File: config.mk
export PLATFORM = sky130hd
export DESIGN_NAME = sbg_ram
export DESIGN_NICKNAME = d
export VERILOG_FILES = /design/src/sv/sbg_ram.sv
export SDC_FILE = /design/constraint.sdc
export NUM_CORES = 1
export LEC_CHECK = 0
export ABC_AREA = 1
export BUFFER_PORTS_ARGS = -buffer_cell sky130_fd_sc_hd__buf_4
export CORE_MARGIN = 2
export CORE_UTILIZATION = 40
export CTS_CLUSTER_SIZE = 24
export DETAILED_ROUTE_END_ITERATION = 8
export GPL_TIMING_DRIVEN = 0
export MAX_ROUTING_LAYER = met4
export PLACE_DENSITY = 0.53
export SYNTH_ARGS = -nofsm -noshare
export SYNTH_HDL_FRONTEND = slang
export SYNTH_SLANG_ARGS = --single-unit
File: constraint.sdc
create_clock -name clk_i -period 1.4 [get_ports clk_i]
set_input_delay 0.21 -clock clk_i [delete_from_list [all_inputs] [get_ports clk_i]]
set_output_delay 0.21 -clock clk_i [all_outputs]
set_load 0.005 [all_outputs]
File: src/sv/sbg_ram.sv
// Simple dual-port synchronous RAM, registered read.
`default_nettype none
module sbg_ram #(
  parameter int W = 8,
  parameter int D = 16
) (
  input  logic                                 clk_i,
  input  logic                                 we_i,
  input  logic [((D > 1) ? $clog2(D) : 1)-1:0] waddr_i,
  input  logic [W-1:0]                         wdata_i,
  input  logic [((D > 1) ? $clog2(D) : 1)-1:0] raddr_i,
  output logic [W-1:0]                         rdata_o
);
  logic [W-1:0] mem [D];

  always_ff @(posedge clk_i) begin
    if (we_i) begin
      mem[waddr_i] <= wdata_i;
    end
    rdata_o <= mem[raddr_i];
  end

endmodule
`default_nettype wire

## Word level (Yosys, flattened, before mapping)

Memories as Yosys holds them, arrays and structs flattened. A register that Yosys moved wholly into a read port is not among the register bits.
Cells that the tools add are included.

- Flip-flop bits (word level): 0
- Bits in latches: 0
- RAM bits: 128
- ROM bits: 0
- Input bits: 18
- Output and inout port bits: 8
- Logic and storage cells: 3
- Memories: 1

Memories:

| name | depth | bits a word | read ports | clocked after Yosys merged registers in | wr ports | line | source |
|---|---|---|---|---|---|---|---|
| mem | 16 | 8 | 1 | 1 | 1 | 14 | `logic [W-1:0] mem [D];` |

- Add/sub/neg operators: 0
- $mul: 0
- Divide/modulo/power cells: 0
- Order comparisons: 0
- Equal/unequal tests: 0
- Shift-type cells: 0
- Multiplexer cells: 2
- Bitwise operators: 0
- Reductions and logical operators: 0

Operators with widths:

| kind | count |
|---|---|
| $mux W1 | 2 |

## Longest topological paths before layout

- Depth in word-level cells: 2
- Depth in mapped cells: 8
- Gate-level depth less buffers: 7

## Least setup slack after synthesis

Ideal clock, no wire load.

- Path type: input-to-reg
- Start point: input port waddr_i[2] in the netlist's numbering
- End point: memory mem[10][0], enable pin
- Setup time: 0.370 ns
- Data arrival time: 0.791 ns
- Data required time: 1.030 ns
- Setup slack: 0.239 ns
- Stages: 2
- Buffers on the path: 0
- Cell sequence: nand3b_1 -> nor2_1

RTL lines:

| what | line | source |
|---|---|---|
| start: declaration | 9 | `input logic [((D > 1) ? $clog2(D) : 1)-1:0] waddr_i,` |
| end: declaration | 14 |  |

Straight into the memory's write port.

## Worst setup path after layout

- Start point: input port waddr_i[3] in the netlist's numbering
- End point: memory mem[5][0], enable pin

Straight into the memory's write port.

==> impl_metrics.csv <==
group,metric,value,unit
yosys,ys_warn_count,0,
cells_and_area,layout_commonest_cell,"nand2_1",
yosys,syn_inst,551,
pwr,leakage,2.909,nW
cells_and_area,utilization,48.09,%
timing,worstMarginPinSlew,0.9228,ns
die,start_util,41.23,%
grt,grt_pass1_wl,22.02,mm
yosys,syn_nets,569,
placed_design,routabilityCongestion,0.9071,
outcome,status,"finished, final reports clean",
detailed_routing,drc,0,
die,floorplan.rows,43,
grt,antenna_found_initial,0,
clock_network,postCtsSetupBuffers,0,
detailed_routing,drtIter0Drc,320,
job,cap_violations,0,
grt,overflow,0,
clock_network,post_cts_resize_count,0,
setup_path,cp-end-kind,"flop",
yosys,ys_types,12,
cells_and_area,final_cell_mix,"nand2_1, edfxtp_1, inv_1",
die,die_area,15390,sq um
grt,grt.busiest_layer,"met2",
grt,grt_use_met1,30.49,%
yosys,syn_avg_cell_area,10.47,sq um
timing,fmax,0.7785,GHz
cells_and_area,diodes,0,
clock_network,cts_tree,"yes",
timing,fin_crit,1.284,ns
timing,min_period_over_period,91.75,%
setup_path,path_max_fanout,8,
setup_path,setup.worst_path.class,"input port to flop",
detailed_routing,avgViaCountPerCell,4.893,
setup_path,worst_r2r_path_depth,6,
detailed_routing,drt_wl_total,14.43,mm
clock_network,cts.clk_slew.worst_paths,0.05,ns
worst_hold_path,whs_path_depth,1,
timing,slew_viol_final,0,
timing,tns,0,ns
clock_network,clock_latency,0.43,ns
grt,met2_usage,30.64,%
timing,holdWs,0.1203,ns
detailed_routing,ant_nets,0,
detailed_routing,vias,3841,
setup_path,ff2ff_setup_slack,0.36,ns
clock_network,clockBufferDepth,2,
yosys,yosysSeqAreaShare,69.43,%
placed_design,dp.cells,753,
yosys,syn_area,5767,sq um
setup_path,r2r_end,"rdata_o[2]",
grt,gr-usage-met3,5.815,%
setup_path,worstSetupStartpointType,"input port",
die,die_h,124.1,um
setup_path,cp_cell_sequence,"buf_4 -> nand3b_1 -> nor2_1",
clock_network,cts_root_buf,"clkbuf_16",
setup_path,cpPeakStageDelay,0.75,ns
worst_hold_path,min_path_type,"input port to flop",
clock_network,cts_sinks,136,
placed_design,portBuffers,22,
setup_path,required,1.44,ns
clock_network,cts_made_buffers,17,
cells_and_area,drive_above_1_share,12.07,%
timing,finalHoldViolations,0,
die,die_x,124.1,um
timing,rsz0062_at_grt,"no",
cells_and_area,fin_nets,610,
clock_network,holdBufCountCts,0,
grt,grt_pass1_vias,3666,
setup_path,arrival,1.33,ns
setup_path,cp_slowest_cell,"nor2_1",
grt,grt_usage,21.49,%
timing,setup_viol,0,
detailed_routing,dr.pass1.iters,5,
die,coreArea,13990,sq um
cells_and_area,fin_cells,785,
clock_network,htreeDepth,4,
worst_hold_path,hold_path_end,"mem[3][2]",
cells_and_area,area_growth,16.66,%
pwr,vdd_drop_max,0.9128,mV
setup_path,reg2reg_from,"mem[11][2]",
yosys,synth-seq-cells,136,
pwr,powerDensity,1421,nW/um^2
worst_hold_path,min_from,"wdata_i[2]",
cells_and_area,fill_cells,1337,
die,top_level_ports,26,
grt,grt_max_degree,17,
timing,fin_skew,0.006207,ns
timing,max_slew_margin,38.25,%
detailed_routing,wl_per_cell,18.38,um
placed_design,hpwl,9.441,mm
-- worst max-delay path: cells and delay by family --
kind	cells	cell delay (ns)
buffers and inverters	1	0.12
and+or+nand+nor	2	0.99
-- synthesized netlist by cell type --
| cell | number | share of area (%) |
|---|---|---|
| nand3_1 | 97 | 8.4 |
| inv_2 | 2 | 0.13 |
| buf_4 | 4 | 0.52 |
| edfxtp_1 | 128 | 67 |
| nor2_1 | 17 | 1.1 |
| buf_1 | 1 | 0.065 |
| inv_1 | 100 | 6.5 |
| nand2_1 | 173 | 11 |
| buf_2 | 13 | 1.1 |
| dfxtp_1 | 8 | 2.8 |
| buf_6 | 6 | 1.2 |
| nand3b_1 | 2 | 0.26 |
-- where the power goes --
group          total (mW)  internal (mW)  switching [mW]
clock network        4.36           2.76            1.60
registers            4.58           4.55          0.0232
logic               0.622          0.199           0.422
-- registers in the layout (all words and copies together), names as in the netlist --
signal   count
mem        128
rdata_o      8
-- metal layers --
layer | vias to the layer above | share of wire, %
li1 | 1857 | -
met1 | 1851 | 48
met2 | 115 | 45
met3 | 18 | 6.1
met4 | 0 | 1.5
met5 | - | 0
-- cell type report --
class                           instances  area [sq um]  share of cell area [%]
Timing Repair Buffer                   22         165.2                   2.455
Inverter                              102         382.9                   5.691
Buffer                                 24         166.4                   2.474
Sequential cell                       136          4004                   59.51
Clock buffer                           21         440.4                   6.546
Multi-Input combinational cell        289          1214                   18.04
Clock inverter                         11         130.1                   1.934
Tap cell                              180         225.2                   3.348
-- per-stage QoR --
| step | total power [mW] | instance area [sq um] | setup slack, ns |
|---|---|---|---|
| after floorplan | 4.982 | 5767 | 0.2392 |
| after global placement | 5.272 | 6157 | -0.3132 |
| after detailed placement | 5.283 | 6157 | -0.3631 |
| after CTS | 9.616 | 6728 | 0.08470 |
| after global routing | 9.872 | 6728 | 0.05711 |
| final | 9.560 | 6728 | 0.1155 |
-- how the worst max path moves through the flow --
| stage | start | endpoint | slack [ns] | cells after the start |
|---|---|---|---|---|
| after global routing | waddr_i[2] | mem[8][5] | 0.06 | 3 |
| final | waddr_i[3] | mem[5][0] | 0.12 | 3 |
| after detailed placement | waddr_i[2] | mem[8][3] | -0.36 | 3 |
| after global placement | waddr_i[2] | mem[8][3] | -0.31 | 3 |
| after CTS | waddr_i[2] | mem[8][5] | 0.08 | 3 |
| after floorplan | waddr_i[2] | mem[10][0] | 0.24 | 2 |
-- cell families after synthesis --
family        synth area share, %
buf+inv                     9.525
flops                       69.43
simple gates                21.05
Note: power is estimated with default switching activity, not from simulation.
