**src/sv/sbg_pkg.sv**
```systemverilog
// Shared constants for the spatial bin grid index block.
`default_nettype none
package sbg_pkg;

  localparam int COORD_W = 24;
  localparam int DIV_W   = 25;
  localparam int OIDX_W  = 8;
  localparam int RL_W    = 6;

  localparam int CAP_MIN      = 10;
  localparam int CAP_SCALE    = 100;
  localparam int RESULT_LIMIT = 32;

  localparam logic [1:0] CMD_LOAD   = 2'd0;
  localparam logic [1:0] CMD_BUILD  = 2'd1;
  localparam logic [1:0] CMD_QUERY  = 2'd2;
  localparam logic [1:0] CMD_UNUSED = 2'd3;

  localparam logic [1:0] ST_OK    = 2'd0;
  localparam logic [1:0] ST_EMPTY = 2'd1;
  localparam logic [1:0] ST_OVF   = 2'd2;
  localparam logic [1:0] ST_FULL  = 2'd3;

  localparam logic [COORD_W-1:0] BIN_SIZE_RST = 24'd4096;

endpackage
`default_nettype wire

```
**src/sv/sbg_div.sv**
```systemverilog
// Radix-2 restoring divider, one quotient bit per cycle.
`default_nettype none
module sbg_div (
  input  logic                        clk_i,
  input  logic                        rst_ni,
  input  logic                        start_i,
  input  logic [sbg_pkg::DIV_W-1:0]   dividend_i,
  input  logic [sbg_pkg::COORD_W-1:0] divisor_i,
  output logic                        done_o,
  output logic [sbg_pkg::DIV_W-1:0]   quot_o
);
  import sbg_pkg::*;

  localparam int CW = $clog2(DIV_W + 1);

  logic [DIV_W-1:0]   rem_q, rem_d, quo_q, quo_d, rem_sh;
  logic [COORD_W-1:0] dvs_q;
  logic [CW-1:0]      cnt_q;
  logic               busy_q, done_q, ge;

  always_comb begin
    rem_sh = {rem_q[DIV_W-2:0], quo_q[DIV_W-1]};
    ge     = rem_sh >= {1'b0, dvs_q};
    rem_d  = ge ? rem_sh - {1'b0, dvs_q} : rem_sh;
    quo_d  = {quo_q[DIV_W-2:0], ge};
  end

  always_ff @(posedge clk_i or negedge rst_ni) begin
    if (!rst_ni) begin
      rem_q  <= '0;
      quo_q  <= '0;
      dvs_q  <= '0;
      cnt_q  <= '0;
      busy_q <= 1'b0;
      done_q <= 1'b0;
    end else begin
      done_q <= 1'b0;
      if (start_i) begin
        rem_q  <= '0;
        quo_q  <= dividend_i;
        dvs_q  <= divisor_i;
        cnt_q  <= CW'(DIV_W);
        busy_q <= 1'b1;
      end else if (busy_q) begin
        rem_q <= rem_d;
        quo_q <= quo_d;
        cnt_q <= cnt_q - 1'b1;
        if (cnt_q == CW'(1)) begin
          busy_q <= 1'b0;
          done_q <= 1'b1;
        end
      end
    end
  end

  assign done_o = done_q;
  assign quot_o = quo_q;

endmodule
`default_nettype wire

```
**config.mk**
```make
export PLATFORM = sky130hd
export DESIGN_NAME = sbg_div
export DESIGN_NICKNAME = d
export VERILOG_FILES = /design/src/sv/sbg_pkg.sv /design/src/sv/sbg_div.sv
export SDC_FILE = /design/constraint.sdc
export NUM_CORES = 1
export LEC_CHECK = 0
export ABC_AREA = 1
export BUFFER_PORTS_ARGS = -buffer_cell sky130_fd_sc_hd__buf_2
export CELL_PAD_IN_SITES_DETAIL_PLACEMENT = 2
export CELL_PAD_IN_SITES_GLOBAL_PLACEMENT = 2
export CORE_MARGIN = 2
export CORE_UTILIZATION = 36
export CTS_BUF_LIST = sky130_fd_sc_hd__clkbuf_4
export DETAILED_ROUTE_END_ITERATION = 12
export GPL_TIMING_DRIVEN = 0
export PLACE_DENSITY = 0.87
export SETUP_SLACK_MARGIN = 0.3
export SYNTH_ARGS = -nofsm -noshare
export SYNTH_HDL_FRONTEND = slang
export SYNTH_SLANG_ARGS = --single-unit
```
**constraint.sdc**
```tcl
create_clock -name clk_i -period 3.3 [get_ports clk_i]
set_clock_uncertainty 0.15 [all_clocks]
set_input_delay 0.825 -clock clk_i [delete_from_list [all_inputs] [get_ports clk_i]]
set_output_delay 0.825 -clock clk_i [all_outputs]
set_load 0.01 [all_outputs]
```
# Yosys cells after proc, flatten, opt, wreduce, memory -nomap -nowiden

Index checks and enable logic that the tools add are counted.

Output and inout port bits: 26
Input port bits: 52
Register bits: 80
Logic and storage cells: 24

Reduce and logical (&&, ||, !) cells: 1
Add/sub/neg operators: 2
Order comparisons: 1
Multiplexer cells: 13
Equal/unequal tests: 1

Operators by type and width:

| cell                                                 | number |
|---|---|
| 2-to-1 mux 24 bit                                    | 3 |
| 2-to-1 mux 25 bit                                    | 2 |
| >= comparator 25 x 24 -> 1 bit                       | 1 |
| subtractor 24 bit                                    | 1 |
| 2-to-1 mux 5 bit                                     | 2 |
| 2-to-1 mux 1 bit                                     | 6 |
| equality test 5 x 1 -> 1 bit (second input constant) | 1 |
| subtractor 5 x 1 -> 5 bit (second input constant)    | 1 |
| nonzero test 2 bit                                   | 1 |

# Logic depth before layout (Yosys ltp)

Gate-level depths: netlist of run 1.

Depth after elaboration: 4
Gate-level depth with buffers: 15
Depth with buffers taken out: 15

# Least setup slack after synthesis of run 1

No wires, ideal clock.

Path kind: register to register
Start: register quo_q[24] (netlist: quot_o[24])
End: register rem_q[12]
Data required time: 3033 ps
Cell stages (with the launch flop): 14
Buffers on the path: 0
Clock period less this slack: 2180 ps
Slack: 1120 ps
Arrival: 1913 ps
Library setup time: 117 ps
Path through: dfrtp_1 -> inv_1 -> ha_1 -> fa_1 -> inv_1 -> a21oi_1 -> o21ai_0 -> nand2_1 -> nand2_1 -> nand2_1 -> nand2_1 -> nand2_1 -> nand3_1 -> nand2_1

Word-level cells in the longest chain between the ends: 4
Elaborated cells between the ends (all ways): 5
Classes of those cells: add/sub (1); order compare (1); mux (3)

RTL lines:

| element                                                                    | RTL line                     | RTL |
|---|---|---|
| from (decl)                                                                | sbg_div.sv:16                | `logic [DIV_W-1:0] rem_q, rem_d, quo_q, quo_d, rem_sh;` |
| from (signal assigned)                                                     | sbg_div.sv:40                | `quo_q <= dividend_i;` |
| from (signal assigned)                                                     | sbg_div.sv:46                | `quo_q <= quo_d;` |
| subtractor 24 bit / >= comparator 25 x 24 -> 1 bit (equally long branches) | sbg_div.sv:24, sbg_div.sv:23 |  |
| 2-to-1 mux 24 bit *                                                        | sbg_div.sv:24                | `rem_d = ge ? rem_sh - {1'b0, dvs_q} : rem_sh;` |
| 2-to-1 mux 24 bit *                                                        | sbg_div.sv:44                | `end else if (busy_q) begin` |
| 2-to-1 mux 24 bit *                                                        | sbg_div.sv:38                | `if (start_i) begin` |
| to (signal assigned)                                                       | sbg_div.sv:45                | `rem_q <= rem_d;` |
| to (decl)                                                                  | sbg_div.sv:16                |  |

Every way passes the cells marked *; elsewhere a longest branch is shown, timed or not. The select of a mux whose other input is x is not followed.
A chain may end at the register's enable or synchronous reset.

# Final worst setup path of run 1

Start: register quo_q[24] (netlist: quot_o[24])
End: register rem_q[14]

The elaborated chain is that of the path after synthesis.

==> results.yml, run 1 <==
run_status:
  status: "complete, no violations"
setup_path:
  regToRegSetupSlack_ns: 0.44
  required_ns: 3.53
  crit_path_end_kind: "flip-flop"
  crit_fanout: 3
  worst_setup_path_start_kind: "flip-flop"
  crit_type: "flip-flop to flip-flop"
  cp_data_arrival_time_ns: 3.09
detailed_routing:
  met1_length_microns: 10800
  dr_wl_met3_microns: 1580
  vias_per_cell: 5.75
  dr_wl_met2_microns: 13900
  route.vias.total: 6122
  drt_first_iter_violations: 374
  wirelength_microns: 27300
  routed.top_layer: "met5"
  dr.pass1.iters: 5
  wl_per_cell_microns: 25.7
  ant_nets: 0
  post-route-drc-count: 0
timing:
  rsz0062_at_grt: "no"
  post-route-period-util: 0.868
  setup_ws_ns: 0.436
  finalMaxSlewViolations: 0
  setup_viol: 0
  min_period_ns: 2.86
  final-hold-violation-count: 0
  holdWs_ns: 0.0603
  setup_tns_ns: 0
  worstMarginPinSlew_ns: 0.747
  maxSlewHeadroom: 0.501
  fmax_ghz: 0.349
grt:
  grt_pass1_vias: 6871
  grt_usage: 0.309
  grt_pass1_wl_microns: 38200
  antenna_found_initial: 2
  grt-ovfl-total: 0
  grt_max_degree: 60
flow_run:
  max_cap_violations: 0
final_layout:
  area_delta_synth_final_pct: 14.3
  final_nets: 954
  drive_gt1_frac: 0.141
  postLayoutCellArea_sq_um: 6170
synth:
  ys_ff_latch: 80
  yosysWarningCount: 0
  yosys-top-cells-count: "281 x nand2_1, 151 x inv_1, 80 x dfrtp_1"
  syn_nets: 866
  synth_top_area_cell: "dfrtp_1"
  synth_top_area_frac: 0.371
  synth_area_leaders: "dfrtp_1 37%, nand2_1 20%, inv_1 11%"
  synth.distinct_cells: 32
  yosysSeqAreaShare: 0.371
  synthCells: 787
  async_flop_share: 1.00
  synth_area_sq_um: 5400
  synth-edff-count: 0
  syn_avg_cell_area_sq_um: 6.86
  ys.flop_type: "dfrtp_1"
  synth.most_common_cell: "nand2_1"
floorplan:
  core_area_sq_um: 14600
  rows: 44
  die_x_microns: 126
  dieHeight_microns: 126
  start_util: 0.370
  die-area_sq_um: 16000
  io_pins: 78
clock_network:
  clock_tree.buffer_depth: 2
  hold_buffers: 0
  cts-root-buf: "clkbuf_4"
  clk_pin_slew_ns: 0.17
  htree_levels: 3
  cts_made_buffers: 9
  cts_setup_buffers: 0
  clock_sinks: 80
  cts_tree: "done"
  clk_latency_ns: 0.49
place:
  hpwl_microns: 16500
  place_area_sq_um: 6040
  dp_slack_ns: 0.563
  place_congestion: 0.887
  port_buffers: 76
min_path:
  hold_class: "input pin to async pin"
power:
  peakVddDrop_mv: 0.292
  power_density_nw_per_um2: 787
  p_leak_nw: 3.50
cell type report:
type | count | area [sq um]
sequential | 80 | 2000
tap | 184 | 230
clock buffer | 9 | 67.6
antenna | 1 | 2.50
multi-input combinational | 530 | 2700
buffer | 25 | 121
timing repair buffer | 77 | 410
clock inverter | 6 | 60.1
fill | 1737 | 8420
inverter | 152 | 571
worst paths after layout:
| kind | start | endpoint | cells after the start |
|---|---|---|---|
| worst max-delay path | quot_o[24] | rem_q[14] | 13 |
| worst min-delay path | rst_ni | quot_o[18] | 1 |
| worst max register to register | quot_o[24] | rem_q[14] | 13 |
| worst min register to register | rem_q[7] | rem_q[7] | 2 |
| max in group asynchronous | rst_ni | dvs_q[19] | 2 |
| min in group clk_i | rem_q[7] | rem_q[7] | 2 |
per-layer routing:
metal,vias to the layer above,GRT usage
met5,-,0
met2,279,0.558
met4,2,0.123
li1,2639,-
met3,84,0.0582
met1,3118,0.361
worst max-delay path, cell delays in order, from the launching register on:
cell,delay [ns]
dfrtp_1,0.42
inv_1,0.12
ha_1,0.25
fa_1,0.43
inv_1,0.14
a21oi_1,0.17
o21ai_1,0.39
nand2_1,0.14
nand2_1,0.09
nand2_1,0.07
nand2_1,0.11
nand2_1,0.08
nand3_1,0.09
nand2_1,0.09
logic make-up (layout without fill, tap and decap cells):
kind of cell             after synthesis  after routing  synth area share
AO/OA/AOI/OAI                         77             77            0.0913
XOR/XNOR                              10             10            0.0162
AND/OR/NAND/NOR                      416            416             0.329
adder cells (fa/ha/maj)               27             27            0.0640
flip-flops                            80             80             0.371
buffers and inverters                177            269             0.128
other                                  0              1                 0
sequential cells by signal, summed over array words and instances, names as in the netlist:
| signal | count |
|---|---|
| rem_q | 24 |
| quot_o | 25 |
| cnt_q | 5 |
| busy_q | 1 |
| dvs_q | 24 |
| done_o | 1 |
through the flow:
stage	utilization	cells	power, mW
after floorplan	-	787	3.08
after global placement	0.412	1047	3.72
after detailed placement	0.414	1048	3.91
after CTS	0.423	1063	4.65
after global routing	0.423	1064	5.16
final	0.423	1064	4.85
report_power, final:
part / total, mW / internal [mW] / switching, mW
registers: 1.33 / 1.16 / 0.178
clock network: 0.665 / 0.225 / 0.440
logic: 2.86 / 0.870 / 1.98
total: 4.85 / 2.25 / 2.60
layout by cell type, fill, tap and decap left out, types with 2 or more instances in the layout:
cell type / instances
clkinv_2: 2
nor2_1: 35
nand3_1: 42
xor2_1: 3
ha_1: 26
o211ai_1: 2
xnor2_1: 7
o221ai_1: 21
nand4_1: 28
nand2_2: 12
inv_1: 151
clkbuf_1: 16
buf_2: 82
nor2_2: 6
clkbuf_4: 9
nor3_1: 4
nand2_1: 281
dfrtp_1: 80
o21ai_1: 2
a21oi_1: 16
o21ai_0: 30
a22oi_1: 2
nand3b_1: 4
repair_timing:
action / 4_1_cts / 5_1_grt
hold endpoints to repair: 0 / 0
resized for setup: 0 / 2
endpoints found under the setup margin: 0 / 2
Note: power is estimated with default switching activity, not from simulation.
==> inputs of run 2 (changes only) <==
CORE_ASPECT_RATIO = 0.6   (was not set)
CORE_UTILIZATION = 30   (was 36)
GPL_TIMING_DRIVEN = not set   (was 0)
PLACE_DENSITY = 0.77   (was 0.87)
clock period = 2.3 ns   (was 3.3 ns; I/O delays follow)
==> run 2 against run 1 <==
The run now ends with setup timing left. Count of clock-buffer cells in the layout did not move. Final area rose by 26%. Clock power rose by 33%. Maximum frequency rose by 20%. Die area rose by 20%. Hold slack improved by 0.058 ns. Flip-flop and latch count did not move. Utilization rose by 2.5 points. Largest cell class unchanged.
==> results.yml, run 2 (same netlist as run 1, synthesis figures left out) <==
setup_path:
  cp_slowest_cell: "dfrtp_1"
  worst_setup_path_start_kind: "flip-flop"
  critPathMaxStageDelay_ns: 0.44
  crit_type: "flip-flop to flip-flop"
  crit_chain: "ha_4, nand2_1, inv_2, nand2_2, inv_1, nand2_1, inv_2, nand3_4, nand3_4, buf_12, buf_16, nand2_2, nand3_1, nand2_1"
  crit_family: "simple AND/OR/NAND/NOR gates"
  crit_fanout: 6
  cp_data_arrival_time_ns: 2.64
  crit_buf_inv: 5
  required_ns: 2.55
  crit_path_end_kind: "flip-flop"
  path_common_cell: "nand2_1"
floorplan:
  rows: 37
  io_pins: 78
  die-area_sq_um: 19100
  die_x_microns: 177
  dieHeight_microns: 108
  core_area_sq_um: 17400
  start_util: 0.311
clock_network:
  cts_made_buffers: 9
  clock_tree.buffer_depth: 2
  clk_pin_slew_ns: 0.18
  cts-root-buf: "clkbuf_4"
  htree_levels: 3
  cts_tree: "done"
  clock_sinks: 80
  clk_latency_ns: 0.51
final_layout:
  final_core_util: 0.448
  fin_cells: 1177
  drive_gt1_frac: 0.394
  layout_commonest_cell: "nand2_1"
  final_nets: 1015
  layout_common_cells: "219 x nand2_1, 119 x inv_1, 76 x buf_2"
  fillers: 1990
  area_delta_synth_final_pct: 44.1
  largest_reg_flops: 25
place:
  place_congestion: 0.883
  dp_slack_ns: -0.141
  hpwl_microns: 16300
  port_buffers: 77
  numPlacedInstances: 1103
timing:
  finalMaxSlewViolations: 0
  fmax_ghz: 0.419
  final-hold-violation-count: 0
  maxSlewHeadroom: 0.610
  setup_viol: 21
  rsz0062_at_grt: "yes"
  post-route-period-util: 1.04
  worstMarginPinSlew_ns: 0.584
  min_period_ns: 2.39
  setup_ws_ns: -0.0888
detailed_routing:
  vias_per_cell: 5.32
  dr.pass1.iters: 5
  post-route-drc-count: 0
  wl_per_cell_microns: 25.4
  wirelength_microns: 29800
  route.vias.total: 6263
  ant_nets: 0
  drt_first_iter_violations: 330
power:
  power_mw: 9.69
  peakVddDrop_mv: 0.387
  power_density_nw_per_um2: 1250
  p_leak_nw: 4.07
grt:
  grt-ovfl-total: 0
  grt_usage: 0.282
  grt_pass1_wl_microns: 40800
  antenna_found_initial: 2
  grt_max_degree: 54
  grt_pass1_vias: 7012
run_status:
  status: "finished with violations"
  violations: "setup timing"
min_path:
  hold_class: "input pin to flip-flop"
flow_run:
  max_cap_violations: 0
[run 2: final timing paths]
path,slack (ns),end,cells past startpoint,startpoint
worst max-delay path,-0.09,rem_q[11],14,rem_q[13]
worst min-delay path,0.12,dvs_q[19],3,divisor_i[19]
worst max register to register,-0.09,rem_q[11],14,rem_q[13]
worst min register to register,0.37,cnt_q[3],1,cnt_q[3]
max in group asynchronous,0.96,quot_o[4],3,rst_ni
min in group asynchronous,0.32,rem_q[21],2,rst_ni
[run 2: through the flow]
step | instance area (sq um) | setup TNS [ns] | hold WS (ns)
6_report | 7780 | -0.631 | 0.118
5_1_grt | 7780 | -2.82 | 0.110
4_1_cts | 7430 | 0 | 0.133
3_5_place_dp | 6220 | -2.12 | 0.334
3_3_place_gp | 6220 | -0.133 | 0.328
2_1_floorplan | 5410 | 0 | 0.129
[run 2: metal layers]
layer  part of all wire  vias to the layer above  GRT usage
li1                   -                     2771          -
met2               0.50                      198      0.485
met3              0.038                       82     0.0445
met5                  0                        -          0
met1               0.43                     3212      0.363
met4              0.039                        0     0.0903
[run 2: worst register-to-register path: cells and delay by family (launching register included)]
family,cells,cell delay (ns)
DFF,1,0.44
adders and majority gates,1,0.32
and+or+nand+nor,8,0.74
buffers and inverters,5,0.64
[run 2: timing repair]
action | in CTS | in global routing
hold endpoints to repair | 15 | 0
setup buffers | 40 | 11
pin swaps | 34 | 26
gates resized for setup | 150 | 75
endpoints found under the setup margin | 25 | 25
gates cloned | 3 | 1
hold buffers | 1 | 0
[run 2: report_power, final]
group	leakage [nW]	total (mW)	internal (mW)	switching, mW
Combinational	3.03	6.87	2.79	4.08
Sequential	0.980	1.93	1.66	0.270
Clock	0.0581	0.885	0.230	0.654
Total	4.07	9.69	4.68	5.01
[run 2: area by class of cell]
cell class                      count  area, sq um  area share
Timing Repair Buffer              163         1210       0.156
Sequential cell                    80         2010       0.258
Antenna cell                        2         5.00    0.000644
Inverter                          152          576      0.0740
Clock inverter                      7         55.1     0.00708
Multi-Input combinational cell    530         3560       0.458
Tap cell                          234          293      0.0377
Clock buffer                        9         67.6     0.00869
==> inputs of run 3 (changes only) <==
CORE_UTILIZATION = 33   (was 30)
PLACE_DENSITY = 0.8   (was 0.77)
clock period = 2.5 ns   (was 2.3 ns; I/O delays follow)
==> run 3 against run 2 <==
The flow still finishes with violations (setup timing). Sequential share of layout area is 0.77 points higher. Via count increased by 1.1%. Sequential power decreased by 8%. Routed wire length is 2.6% higher. Combinational power is 9.5% lower. Flip-flop and latch count unchanged. Maximum frequency down 5.4%. Critical endpoint is now rem_q[22]. Largest power group unchanged.
==> results.yml, run 3 (same netlist as run 1, synthesis figures left out) <==
run_status:
  status: "finished with violations"
  violations: "setup timing"
floorplan:
  dieHeight_microns: 103
  die-area_sq_um: 17400
  die_x_microns: 169
  start_util: 0.335
  io_pins: 78
  rows: 36
  core_area_sq_um: 16100
timing:
  finalMaxSlewViolations: 0
  setup_ws_ns: -0.0258
  worstMarginPinSlew_ns: 0.849
  setup_viol: 3
  post-route-period-util: 1.01
  final-hold-violation-count: 0
  setup_tns_ns: -0.0508
  maxSlewHeadroom: 0.433
  min_period_ns: 2.53
  rsz0062_at_grt: "yes"
  fmax_ghz: 0.396
final_layout:
  seq_area_sq_um: 2010
  final_nets: 1002
  fillers: 1859
  multiInputGateArea_sq_um: 3460
  layout_common_cells: "226 x nand2_1, 126 x inv_1, 76 x buf_2"
  antennaDiodeCount: 0
  postLayoutCellArea_sq_um: 7550
  area_delta_synth_final_pct: 39.9
  largest_reg_flops: 25
  layout_commonest_cell: "nand2_1"
  drive_gt1_frac: 0.359
grt:
  grt_pass1_vias: 6810
  grt_usage: 0.309
  grt-ovfl-total: 0
  grt_pass1_wl_microns: 40300
  antenna_found_initial: 0
  grt_max_degree: 65
power:
  power_density_nw_per_um2: 1190
  peakVddDrop_mv: 0.457
  p_leak_nw: 4.01
  power_mw: 9.02
detailed_routing:
  vias_per_cell: 5.57
  post-route-drc-count: 0
  drt_first_iter_violations: 434
  route.vias.total: 6331
  dr.pass1.iters: 5
  ant_nets: 0
  wl_per_cell_microns: 26.9
  wirelength_microns: 30600
setup_path:
  required_ns: 2.76
  crit_path_end_kind: "flip-flop"
  cp_slowest_cell: "dfrtp_1"
  crit_type: "flip-flop to flip-flop"
  path_common_cell: "nand2_1"
  regToRegSetupSlack_ns: -0.03
  crit_chain: "inv_2, ha_4, nand2_1, nand2_1, inv_2, nand2_2, nand2_2, nand2_4, a21oi_4, nand3_4, buf_4, nand2_4, nand2_1, nand2_2, nand2_1"
  critPathMaxStageDelay_ns: 0.45
  worst_setup_path_start_kind: "flip-flop"
  crit_fanout: 5
  cp_data_arrival_time_ns: 2.78
clock_network:
  clock_sinks: 80
  cts_tree: "done"
  htree_levels: 3
  clk_pin_slew_ns: 0.17
  clock_tree.buffer_depth: 2
  cts-root-buf: "clkbuf_4"
  cts_made_buffers: 9
  clk_latency_ns: 0.52
min_path:
  hold_class: "input pin to flip-flop"
place:
  hpwl_microns: 16100
  place_congestion: 0.937
  port_buffers: 77
  place_area_sq_um: 6090
flow_run:
  max_cap_violations: 0
## run 3: where the power goes
part	leakage, nW	switching, mW	internal, mW
Combinational	2.94	3.82	2.40
Clock	0.0831	0.609	0.413
Sequential	0.980	0.252	1.53
## run 3: critical path: cells and delay by family, from the launching register on
kind            cells  cell delay (ns)
compound gates      1             0.23
fa+ha+maj           1             0.24
buf+inv             3             0.39
flops               1             0.45
simple gates       10             0.95
## run 3: through the flow
stage / setup slack (ns) / cells / hold WS [ns] / utilization
after CTS: 0.238 / 1116 / 0.148 / 0.438
after floorplan: 0.320 / 787 / 0.179 / -
after global placement: 0.0359 / 1065 / 0.325 / 0.378
after detailed placement: -0.112 / 1065 / 0.342 / 0.378
final: -0.0258 / 1137 / 0.157 / 0.468
after global routing: -0.113 / 1137 / 0.175 / 0.468
## run 3: worst paths after layout
| path | depth (start not counted) | end | startpoint |
|---|---|---|---|
| worst max-delay path | 15 | rem_q[22] | dvs_q[12] |
| worst min-delay path | 3 | dvs_q[6] | divisor_i[6] |
| worst max register to register | 15 | rem_q[22] | dvs_q[12] |
| worst min register to register | 1 | cnt_q[2] | cnt_q[2] |
| max in group asynchronous | 3 | dvs_q[0] | rst_ni |
| min in group asynchronous | 2 | rem_q[23] | rst_ni |
## run 3: repair_timing
item | CTS | global route
endpoints found under the hold margin | 16 | 0
cloned | 1 | 2
buffers inserted | 33 | 19
gates resized for setup | 102 | 95
setup endpoints to repair | 25 | 25
pin swaps | 17 | 42
hold buffers | 1 | 0
## run 3: area by class of cell
cell class	count	area share
Timing Repair Buffer	150	0.143
Tap cell	209	0.0346
Clock inverter	7	0.0134
Inverter	152	0.0769
Multi-Input combinational cell	530	0.458
Clock buffer	9	0.00895
Sequential cell	80	0.266
## run 3: metal layers
| layer | routed length (microns) | global-route usage |
|---|---|---|
| met1 | 12400 | 0.392 |
| met2 | 14800 | 0.528 |
| met3 | 2100 | 0.0733 |
| met4 | 1330 | 0.0980 |
| met5 | 0 | 0 |
